$ cat src/hdl/trcm_pkg.sv
package trcm_pkg;

   localparam int ALPHABET_SIZE = 26;
   localparam int NUM_ROTORS    = 3;
   localparam int NUM_START     = 3;

   localparam int LETTER_W  = 5;
   localparam int SEL_W     = 3;
   localparam int CSR_IDX_W = 2;
   localparam int ROT_W     = (NUM_ROTORS > 1) ? $clog2(NUM_ROTORS) : 1;
   localparam int ADDR_W    = (NUM_ROTORS * ALPHABET_SIZE > 1) ?
                              $clog2(NUM_ROTORS * ALPHABET_SIZE) : 1;

   // configuration register indexes
   localparam logic [CSR_IDX_W-1:0] CSR_START_FIRST  = CSR_IDX_W'(0);
   localparam logic [CSR_IDX_W-1:0] CSR_START_SECOND = CSR_IDX_W'(1);
   localparam logic [CSR_IDX_W-1:0] CSR_START_THIRD  = CSR_IDX_W'(2);

   // table select codes
   localparam logic [SEL_W-1:0] SEL_REFLECTOR = SEL_W'(NUM_ROTORS);
   localparam logic [SEL_W-1:0] SEL_PLUGBOARD = SEL_W'(NUM_ROTORS + 1);

   localparam logic [ROT_W-1:0] LAST_ROTOR = ROT_W'(NUM_ROTORS - 1);

   typedef enum logic [3:0] {
      ST_IDLE,
      ST_PLUG_IN,
      ST_FWD_READ,
      ST_FWD_WB,
      ST_REFLECT,
      ST_BWD_READ,
      ST_BWD_WB,
      ST_PLUG_OUT
   } ctrl_state_type;

   typedef enum logic [2:0] {
      DP_NOP,
      DP_ACCEPT,
      DP_PLUG,
      DP_ROT_READ,
      DP_ROT_WB,
      DP_REFLECT,
      DP_FINISH
   } dp_op_type;

   typedef struct packed {
      dp_op_type        op;
      logic             backward;
      logic [ROT_W-1:0] rotor;
   } dp_cmd_type;

   // reduce a letter code below the alphabet size (value below twice the size)
   function automatic logic [LETTER_W-1:0] reduce_letter(input logic [LETTER_W-1:0] v);
      logic [LETTER_W:0] t;
      t = {1'b0, v};
      if (t >= (LETTER_W+1)'(ALPHABET_SIZE)) begin
         t = t - (LETTER_W+1)'(ALPHABET_SIZE);
      end
      return t[LETTER_W-1:0];
   endfunction

   function automatic logic [LETTER_W-1:0] add_mod(input logic [LETTER_W-1:0] a,
                                                   input logic [LETTER_W-1:0] b);
      logic [LETTER_W:0] t;
      t = {1'b0, a} + {1'b0, b};
      if (t >= (LETTER_W+1)'(ALPHABET_SIZE)) begin
         t = t - (LETTER_W+1)'(ALPHABET_SIZE);
      end
      return t[LETTER_W-1:0];
   endfunction

   function automatic logic [LETTER_W-1:0] sub_mod(input logic [LETTER_W-1:0] a,
                                                   input logic [LETTER_W-1:0] b);
      logic [LETTER_W:0] t;
      t = {1'b0, a} + (LETTER_W+1)'(ALPHABET_SIZE) - {1'b0, b};
      if (t >= (LETTER_W+1)'(ALPHABET_SIZE)) begin
         t = t - (LETTER_W+1)'(ALPHABET_SIZE);
      end
      return t[LETTER_W-1:0];
   endfunction

   function automatic logic [ADDR_W-1:0] rotor_addr(input logic [ROT_W-1:0] rotor,
                                                    input logic [LETTER_W-1:0] idx);
      return ADDR_W'(rotor) * ADDR_W'(ALPHABET_SIZE) + ADDR_W'(idx);
   endfunction

endpackage

$ cat src/hdl/three_rotor_cipher_machine_top.sv
// Three-rotor letter cipher with loadable rotor, reflector and plugboard tables.
// Load words give no result, and req_ready stays high after one is taken.
// Letter words pass plugboard, rotors forward, reflector, rotors back and plugboard
// (one registered read, then one add, per rotor pass); rsp_valid marks the result.
// Loads are taken one per cycle while no letter is in process.
// Reset (synchronous, active high): positions and start registers zero,
// plugboard identity; rotor and reflector tables hold garbage until loaded.
module three_rotor_cipher_machine_top (
   input  logic                              clock,
   input  logic                              reset,

   input  logic                              req_valid,
   output logic                              req_ready,
   input  logic                              req_kind,
   input  logic [trcm_pkg::LETTER_W-1:0]     req_letter,
   input  logic                              req_restart,
   input  logic [trcm_pkg::SEL_W-1:0]        req_table_select,
   input  logic [trcm_pkg::LETTER_W-1:0]     req_entry_index,
   input  logic [trcm_pkg::LETTER_W-1:0]     req_entry_value,

   output logic                              rsp_valid,
   input  logic                              rsp_ready,
   output logic [trcm_pkg::LETTER_W-1:0]     rsp_cipher_letter,

   input  logic                              csr_valid,
   output logic                              csr_ready,
   input  logic [trcm_pkg::CSR_IDX_W-1:0]    csr_index,
   input  logic [trcm_pkg::LETTER_W-1:0]     csr_data
);
   import trcm_pkg::*;

   dp_cmd_type cmd;

   // start position registers take a word every cycle
   assign csr_ready = 1'b1;

   // sequencer: walks plugboard, rotors forward, reflector, rotors back,
   // plugboard; holds the last step while a result still waits downstream
   trcm_ctrl u_ctrl (
      .clock     (clock),
      .reset     (reset),
      .req_valid (req_valid),
      .req_kind  (req_kind),
      .req_ready (req_ready),
      .rsp_valid (rsp_valid),
      .rsp_ready (rsp_ready),
      .cmd       (cmd)
   );

   // tables, positions, letter register and result register
   trcm_dpath u_dpath (
      .clock            (clock),
      .reset            (reset),
      .cmd              (cmd),
      .req_kind         (req_kind),
      .req_letter       (req_letter),
      .req_restart      (req_restart),
      .req_table_select (req_table_select),
      .req_entry_index  (req_entry_index),
      .req_entry_value  (req_entry_value),
      .csr_write        (csr_valid && csr_ready),
      .csr_index        (csr_index),
      .csr_data         (csr_data),
      .cipher_letter    (rsp_cipher_letter)
   );

endmodule

$ cat src/hdl/trcm_ctrl.sv
module trcm_ctrl (
   input  logic                 clock,
   input  logic                 reset,
   input  logic                 req_valid,
   input  logic                 req_kind,
   output logic                 req_ready,
   output logic                 rsp_valid,
   input  logic                 rsp_ready,
   output trcm_pkg::dp_cmd_type cmd
);
   import trcm_pkg::*;

   ctrl_state_type   state_ff, state_in;
   logic [ROT_W-1:0] rot_ff, rot_in;
   logic             rsp_valid_ff, rsp_valid_in;
   logic             finish;

   // in the last step with the result slot free or being emptied this cycle
   assign finish = (state_ff == ST_PLUG_OUT) && (!rsp_valid_ff || rsp_ready);

   always_comb begin
      state_in = state_ff;
      rot_in   = rot_ff;
      unique case (state_ff)
         ST_IDLE: begin
            if (req_valid && !req_kind) begin
               state_in = ST_PLUG_IN;
            end
         end
         ST_PLUG_IN: begin
            state_in = ST_FWD_READ;
            rot_in   = '0;
         end
         ST_FWD_READ: state_in = ST_FWD_WB;
         ST_FWD_WB: begin
            if (rot_ff == LAST_ROTOR) begin
               state_in = ST_REFLECT;
            end else begin
               rot_in   = rot_ff + ROT_W'(1);
               state_in = ST_FWD_READ;
            end
         end
         ST_REFLECT: begin
            state_in = ST_BWD_READ;
            rot_in   = LAST_ROTOR;
         end
         ST_BWD_READ: state_in = ST_BWD_WB;
         ST_BWD_WB: begin
            if (rot_ff == '0) begin
               state_in = ST_PLUG_OUT;
            end else begin
               rot_in   = rot_ff - ROT_W'(1);
               state_in = ST_BWD_READ;
            end
         end
         ST_PLUG_OUT: begin
            if (finish) begin
               state_in = ST_IDLE;
            end
         end
         default: state_in = ST_IDLE;
      endcase

      if (finish) begin
         rsp_valid_in = 1'b1;
      end else if (rsp_ready) begin
         rsp_valid_in = 1'b0;
      end else begin
         rsp_valid_in = rsp_valid_ff;
      end
   end

   always_comb begin
      req_ready    = 1'b0;
      cmd.op       = DP_NOP;
      cmd.backward = 1'b0;
      cmd.rotor    = rot_ff;
      unique case (state_ff)
         ST_IDLE: begin
            req_ready = 1'b1;
            if (req_valid) begin
               cmd.op = DP_ACCEPT;
            end
         end
         ST_PLUG_IN:  cmd.op = DP_PLUG;
         ST_FWD_READ: cmd.op = DP_ROT_READ;
         ST_FWD_WB:   cmd.op = DP_ROT_WB;
         ST_REFLECT:  cmd.op = DP_REFLECT;
         ST_BWD_READ: begin
            cmd.op       = DP_ROT_READ;
            cmd.backward = 1'b1;
         end
         ST_BWD_WB:   cmd.op = DP_ROT_WB;
         ST_PLUG_OUT: begin
            if (finish) begin
               cmd.op = DP_FINISH;
            end
         end
         default: cmd.op = DP_NOP;
      endcase
   end

   assign rsp_valid = rsp_valid_ff;

   always_ff @(posedge clock) begin
      if (reset) begin
         state_ff     <= ST_IDLE;
         rot_ff       <= '0;
         rsp_valid_ff <= 1'b0;
      end else begin
         state_ff     <= state_in;
         rot_ff       <= rot_in;
         rsp_valid_ff <= rsp_valid_in;
      end
   end

endmodule

$ cat src/hdl/trcm_dpath.sv
module trcm_dpath (
   input  logic                              clock,
   input  logic                              reset,
   input  trcm_pkg::dp_cmd_type              cmd,
   input  logic                              req_kind,
   input  logic [trcm_pkg::LETTER_W-1:0]     req_letter,
   input  logic                              req_restart,
   input  logic [trcm_pkg::SEL_W-1:0]        req_table_select,
   input  logic [trcm_pkg::LETTER_W-1:0]     req_entry_index,
   input  logic [trcm_pkg::LETTER_W-1:0]     req_entry_value,
   input  logic                              csr_write,
   input  logic [trcm_pkg::CSR_IDX_W-1:0]    csr_index,
   input  logic [trcm_pkg::LETTER_W-1:0]     csr_data,
   output logic [trcm_pkg::LETTER_W-1:0]     cipher_letter
);
   import trcm_pkg::*;

   localparam int DEPTH = NUM_ROTORS * ALPHABET_SIZE;

   logic [LETTER_W-1:0] wiring_mem  [DEPTH];
   logic [LETTER_W-1:0] inverse_mem [DEPTH];
   logic [LETTER_W-1:0] refl_ff     [ALPHABET_SIZE];
   logic [LETTER_W-1:0] plug_ff     [ALPHABET_SIZE];
   logic [LETTER_W-1:0] pos_ff      [NUM_ROTORS];
   logic [LETTER_W-1:0] pos_in      [NUM_ROTORS];
   logic [LETTER_W-1:0] start_ff    [NUM_START];

   logic [LETTER_W-1:0] c_ff, c_in;
   logic [LETTER_W-1:0] rdata_ff;
   logic [LETTER_W-1:0] cipher_ff;

   logic                load_en, load_rotor, load_refl, load_plug;
   logic [LETTER_W-1:0] load_val;
   logic [LETTER_W-1:0] cur_pos;
   logic [ADDR_W-1:0]   read_addr;
   logic [ROT_W-1:0]    load_rot;

   assign load_en    = (cmd.op == DP_ACCEPT) && req_kind &&
                       ({1'b0, req_entry_index} < (LETTER_W+1)'(ALPHABET_SIZE));
   assign load_rotor = load_en && (req_table_select < SEL_REFLECTOR);
   assign load_refl  = load_en && (req_table_select == SEL_REFLECTOR);
   assign load_plug  = load_en && (req_table_select == SEL_PLUGBOARD);
   assign load_val   = reduce_letter(req_entry_value);
   assign load_rot   = ROT_W'(req_table_select);

   assign cur_pos   = pos_ff[cmd.rotor];
   assign read_addr = rotor_addr(cmd.rotor, sub_mod(c_ff, cur_pos));

   // rotor tables: one write per memory, registered read
   always_ff @(posedge clock) begin
      if (load_rotor) begin
         wiring_mem[rotor_addr(load_rot, req_entry_index)] <= load_val;
      end
   end

   always_ff @(posedge clock) begin
      if (load_rotor) begin
         inverse_mem[rotor_addr(load_rot, load_val)] <= req_entry_index;
      end
   end

   always_ff @(posedge clock) begin
      if (cmd.op == DP_ROT_READ) begin
         if (cmd.backward) begin
            rdata_ff <= inverse_mem[read_addr];
         end else begin
            rdata_ff <= wiring_mem[read_addr];
         end
      end
   end

   always_ff @(posedge clock) begin
      if (load_refl) begin
         refl_ff[req_entry_index] <= load_val;
      end
   end

   always_ff @(posedge clock) begin
      if (reset) begin
         for (int i = 0; i < ALPHABET_SIZE; i++) begin
            plug_ff[i] <= LETTER_W'(i);
         end
      end else if (load_plug) begin
         plug_ff[req_entry_index] <= load_val;
      end
   end

   always_ff @(posedge clock) begin
      if (reset) begin
         for (int i = 0; i < NUM_START; i++) begin
            start_ff[i] <= '0;
         end
      end else if (csr_write) begin
         unique case (csr_index)
            CSR_START_FIRST:  start_ff[0] <= csr_data;
            CSR_START_SECOND: start_ff[1] <= csr_data;
            CSR_START_THIRD:  start_ff[2] <= csr_data;
            default: ;
         endcase
      end
   end

   // positions: reload on restart, odometer step after each letter
   always_comb begin
      logic carry;
      carry = 1'b1;
      for (int r = 0; r < NUM_ROTORS; r++) begin
         pos_in[r] = pos_ff[r];
      end
      if (cmd.op == DP_ACCEPT && !req_kind && req_restart) begin
         for (int r = 0; r < NUM_ROTORS; r++) begin
            pos_in[r] = (r < NUM_START) ? reduce_letter(start_ff[r]) : '0;
         end
      end else if (cmd.op == DP_FINISH) begin
         for (int r = 0; r < NUM_ROTORS; r++) begin
            if (carry) begin
               if ({1'b0, pos_ff[r]} + (LETTER_W+1)'(1) <
                   (LETTER_W+1)'(ALPHABET_SIZE)) begin
                  pos_in[r] = pos_ff[r] + LETTER_W'(1);
                  carry     = 1'b0;
               end else begin
                  pos_in[r] = '0;
               end
            end
         end
      end
   end

   always_ff @(posedge clock) begin
      if (reset) begin
         for (int r = 0; r < NUM_ROTORS; r++) begin
            pos_ff[r] <= '0;
         end
      end else begin
         for (int r = 0; r < NUM_ROTORS; r++) begin
            pos_ff[r] <= pos_in[r];
         end
      end
   end

   always_comb begin
      c_in = c_ff;
      unique case (cmd.op)
         DP_ACCEPT:   c_in = reduce_letter(req_letter);
         DP_PLUG:     c_in = plug_ff[c_ff];
         DP_ROT_WB:   c_in = add_mod(rdata_ff, cur_pos);
         DP_REFLECT:  c_in = refl_ff[c_ff];
         DP_NOP, DP_ROT_READ, DP_FINISH: c_in = c_ff;
         default:     c_in = c_ff;
      endcase
   end

   always_ff @(posedge clock) begin
      c_ff <= c_in;
      if (cmd.op == DP_FINISH) begin
         cipher_ff <= plug_ff[c_ff];
      end
   end

   assign cipher_letter = cipher_ff;

endmodule

$ cat config.mk
export PLATFORM = sky130hd
export DESIGN_NAME = three_rotor_cipher_machine_top
export DESIGN_NICKNAME = d
export VERILOG_FILES = /design/src/hdl/trcm_pkg.sv /design/src/hdl/three_rotor_cipher_machine_top.sv /design/src/hdl/trcm_ctrl.sv /design/src/hdl/trcm_dpath.sv
export SDC_FILE = /design/constraint.sdc
export NUM_CORES = 1
export LEC_CHECK = 0
export ABC_AREA = 1
export BUFFER_PORTS_ARGS = -buffer_cell sky130_fd_sc_hd__buf_2
export CORE_MARGIN = 2
export CORE_UTILIZATION = 28
export DETAILED_ROUTE_END_ITERATION = 8
export SLEW_MARGIN = 15
export SYNTH_ARGS = -nofsm -noshare
export SYNTH_HDL_FRONTEND = slang
export SYNTH_HIERARCHICAL = 1
export SYNTH_SLANG_ARGS = --single-unit
$ cat constraint.sdc
create_clock -name clock -period 6.65 [get_ports clock]
set_input_delay 0.3325 -clock clock [delete_from_list [all_inputs] [get_ports clock]]
set_output_delay 0.3325 -clock clock [all_outputs]
set_load 0.1 [all_outputs]
==> results.md <==
- Outcome: completed
- Post-Syn Area: between 40000 and 50000 sq um
- PortBufs: 38
- Global-route wire length before repair: around 200000 microns
- Critical Path Start Type: flop
- GPL Wtd Cong: approximately 0.86
- Iter 0 DRT Violations: approximately 3500
- Worst Setup End Kind: flop
- Drt pass-1 iters: 6
- Wirelength per Cell: 18.3 microns
- Power share of the combinational group: around half
- Vias in the first global route: between 30000 and 40000
- DIE WIDTH: approximately 420 microns
- Pin count of the biggest net entering global routing: about 160
- Reg2Reg Depth: 23
- Number of library cell types mapped by synthesis: 48
- Sequential share of power: 27.9%
- Most used cell, CP: nand3_1
- Fmax: 171 MHz
- NetSw: 0.0133 W
- Most frequent cells in the layout: 1100 x edfxtp_1, 960 x nand2_1, 833 x nor2_1
- Hold WS: approximately 0.034 ns
- Hold Startpoint: req_letter[4]
- Non-Filler Instances: between 7000 and 8000
- Synthesized instance count: ~4600
- Die area: approximately 180000 sq um
- Initial Util: ~28%
- Slowest CP cell: fa_4
- Count of boundary I/O pins: 40
- Worst IR drop on VDD: ~0.0011 V
- Layout net count: between 4000 and 5000
- DPL Wire Length: a little under 80000 microns
- CP max stage delay: about 0.66 ns
- Simple logic cell fraction of the synthesized area: between 20% and 30%
- Ys Warns: 6
- Post-synthesis adder-cell area fraction: under 10%
- Final setup viols: 0
- RSZ-0062 raised after global routing: no
- Actual slew at the worst max-slew pin: around 1.1 ns
- FF-to-FF Start: u_ctrl/rot_ff[0]$_SDFFE_PP0P_
- DRC errors left: 0
- Placed Cells incl. Taps: between 6000 and 7000
- Routed via count: 34000
- Crit path cell chain: clkinv_1, nand2_1, a21oi_1, ha_1, inv_1, ha_1, fa_1, xor2_1, o21a_1, nand2_1, nand2_1, xor2_1, ha_4, fa_4, clkinv_2, buf_12, nand3_1, nand3_1, nand3_1, nand3_1, nand3_1, nand3_1, nand2_1
- WP data arrival: 6.34 ns
- Largest family of logic cells by synthesized area: simple AND/OR/NAND/NOR gates
- CTS Buffer Depth: 3
- Type of the worst setup path: flop to flop
- Tmin final: around 6 ns
- Post-cts repair resize count: 0
- Vias/cell: 4.81
- Reg clk slew, reported paths: around 0.060 ns
- Worst Path Max Fanout: 71
- Switching Fraction: approximately 46%
- H-tree levels: 3
- Internal power: 0.0158 W
- Total wire length: 129000 microns
- CTS Buf Count: approximately 110
- Final hold vios: 0
- Hold crit path type: input port to flop
- PwrDens: between 500 and 600 nW/um^2
- Commonest non-fill, non-tap cell in the layout: edfxtp_1
- Area Growth Syn to Fin: 13.0%
- Vert. Die Dim: about 420 microns
- # clock sinks: between 1000 and 1500
- Post-synthesis mux area share: 0.162%
- WHS Path Cells: 5
- Tot GR Track Use: 14.0%
- Period utilization: approximately 88%
- Clock tree from TritonCTS: built
- Critical Path RT: slightly above 7 ns
- Synth Area in XOR/XNOR: 0.444%
- Pre-CTS setup slack: 0.894 ns
- R2R Setup Slk: approximately 0.8 ns
- Core Region: roughly 180000 sq um
- Seq/Total Area, Yosys: 68.0%
- Max cap viols: 0
- GRT overflow: 0
- Pwr Total: 0.0291 W
- Pleak: approximately 20 nW
- Rel. slew slack: between 20% and 30%
- Syn Area/Cell: roughly 11 sq um
- Initial antenna violation count: 4
- Reg-to-Reg End: u_dpath/rdata_ff[1]$_DFFE_PN_
- Clock network fraction of design power: 21.3%
- Site Rows: roughly 150
- Layout cells sized above 1: 6.72%
- Post-synthesis compound-gate area fraction: under 10%
- Setup slack after layout: a little over 0.8 ns
- Post-DRT Antenna Nets: 0
- Slew Limit Fails: 0
- Max Clock Skew: about 0.06 ns
- Root Buffer: clkbuf_16
- Post-synthesis register bit count: between 1000 and 1500
- Setup_tns: 0 ns
- Clk_lat worst skew: roughly 0.76 ns
## state kept, by name, indices dropped and copies added, names as in the netlist, named ones only
register and count:
u_ctrl/rot_ff 2, u_ctrl/rsp_valid 1, u_ctrl/state_ff 3, u_dpath/c_ff 5
u_dpath/cipher_letter 5, u_dpath/inverse_mem 390, u_dpath/plug_ff 160, u_dpath/pos_ff 15
u_dpath/rdata_ff 5, u_dpath/refl_ff 130, u_dpath/start_ff 15, u_dpath/wiring_mem 390
## area by class of cell
type | count | area, sq um
fill | 17700 | 120000
clock inverter | 71 | 644
timing repair buffer | 100 | 776
multi-input combinational | 3057 | 14000
tap | 2340 | 2930
sequential | 1126 | 33600
clock buffer | 137 | 2950
inverter | 225 | 863
antenna | 6 | 15.0
## cells in the mapped netlist, drive strengths merged
| cell | instances | share of area [%] |
|---|---|---|
| o211ai | 55 | 0.86 |
| a211oi | 1 | 0.015 |
| inv | 215 | 1.6 |
| clkbuf | 121 | 0.92 |
| and2 | 8 | 0.10 |
| or2 | 3 | 0.038 |
| nand3b | 2 | 0.030 |
| a21oi | 43 | 0.44 |
| nor3 | 6 | 0.084 |
| nand3 | 664 | 6.9 |
| nor3b | 1 | 0.015 |
| nand4 | 7 | 0.12 |
| mux2i | 8 | 0.16 |
| conb | 2 | 0.015 |
| o21ai | 331 | 3.4 |
| fa | 5 | 0.20 |
| o21a | 1 | 0.015 |
| edfxtp | 1100 | 67 |
| ha | 44 | 1.1 |
| a31o | 2 | 0.036 |
| a22oi | 1 | 0.015 |
| clkinv | 10 | 0.076 |
| xor2 | 21 | 0.37 |
| o41ai | 1 | 0.056 |
| o21bai | 1 | 0.015 |
| buf | 123 | 1.4 |
| o22ai | 8 | 0.10 |
| dfxtp | 26 | 1.1 |
| a41oi | 1 | 0.018 |
| nand2 | 962 | 7.3 |
| nor2 | 843 | 6.5 |
| xnor2 | 4 | 0.071 |
| a31oi | 3 | 0.038 |
## power by group through the flow
stage	clock network [W]	logic, W	registers [W]
4_1_cts	0.00632	0.0147	0.00812
5_1_grt	0.00657	0.0162	0.00814
2_1_floorplan	0	0.00988	0.00818
3_3_place_gp	0	0.0146	0.00827
3_5_place_dp	0	0.0146	0.00827
6_report	0.00619	0.0148	0.00812
## critical path: cells and delay by family, from the launching register on
kind	cells	cell delay, ns
fa+ha+maj	5	1.79
simple gates	10	1.29
buf+inv	4	1.06
flops	1	0.59
xor+xnor	2	0.50
compound gates	2	0.30
## per-stage QoR
step	utilization, %	area, sq um
after floorplan	-	49400
final	31.8	55700
after CTS	31.7	55700
after global routing	31.7	55700
after detailed placement	29.6	52000
after global placement	29.6	52000
## cells by family (layout without fill, tap and decap cells)
| kind of cell | Yosys count | count (layout) |
|---|---|---|
| AND/OR/NAND/NOR | 2496 | 2496 |
| buffers and inverters | 469 | 533 |
| other | 2 | 37 |
| AO/OA/AOI/OAI | 448 | 448 |
| adder cells (fa/ha/maj) | 49 | 49 |
| multiplexers | 8 | 8 |
| XOR/XNOR | 25 | 25 |
| flip-flops | 1126 | 1126 |
## worst max-delay path by stage
stage | startpoint | end | slack [ns] | cells past startpoint
floorplan | req_entry_value[1] | u_dpath/inverse_mem[0][0]$_DFFE_PP_ | 0.20 | 14
global placement | u_ctrl/rot_ff[0]$_SDFFE_PP0P_ | u_dpath/rdata_ff[1]$_DFFE_PN_ | 1.02 | 24
detailed placement | u_ctrl/rot_ff[0]$_SDFFE_PP0P_ | u_dpath/rdata_ff[1]$_DFFE_PN_ | 0.89 | 23
CTS | u_ctrl/rot_ff[0]$_SDFFE_PP0P_ | u_dpath/rdata_ff[1]$_DFFE_PN_ | 0.87 | 23
global route | u_ctrl/rot_ff[0]$_SDFFE_PP0P_ | u_dpath/rdata_ff[2]$_DFFE_PN_ | 0.38 | 24
finish | u_ctrl/rot_ff[0]$_SDFFE_PP0P_ | u_dpath/rdata_ff[1]$_DFFE_PN_ | 0.81 | 23
## routing by layer
layer,track usage [%],routed length [microns]
met3,2.79,9370
met4,5.09,4280
met2,22.4,60200
met1,18.7,55200
met5,0,0
## what timing repair did
action | CTS | global route
hold buffers | 9 | 0
hold endpoints to repair | 37 | 0
setup buffers | 0 | 0
(Power assumes the default switching activity.)
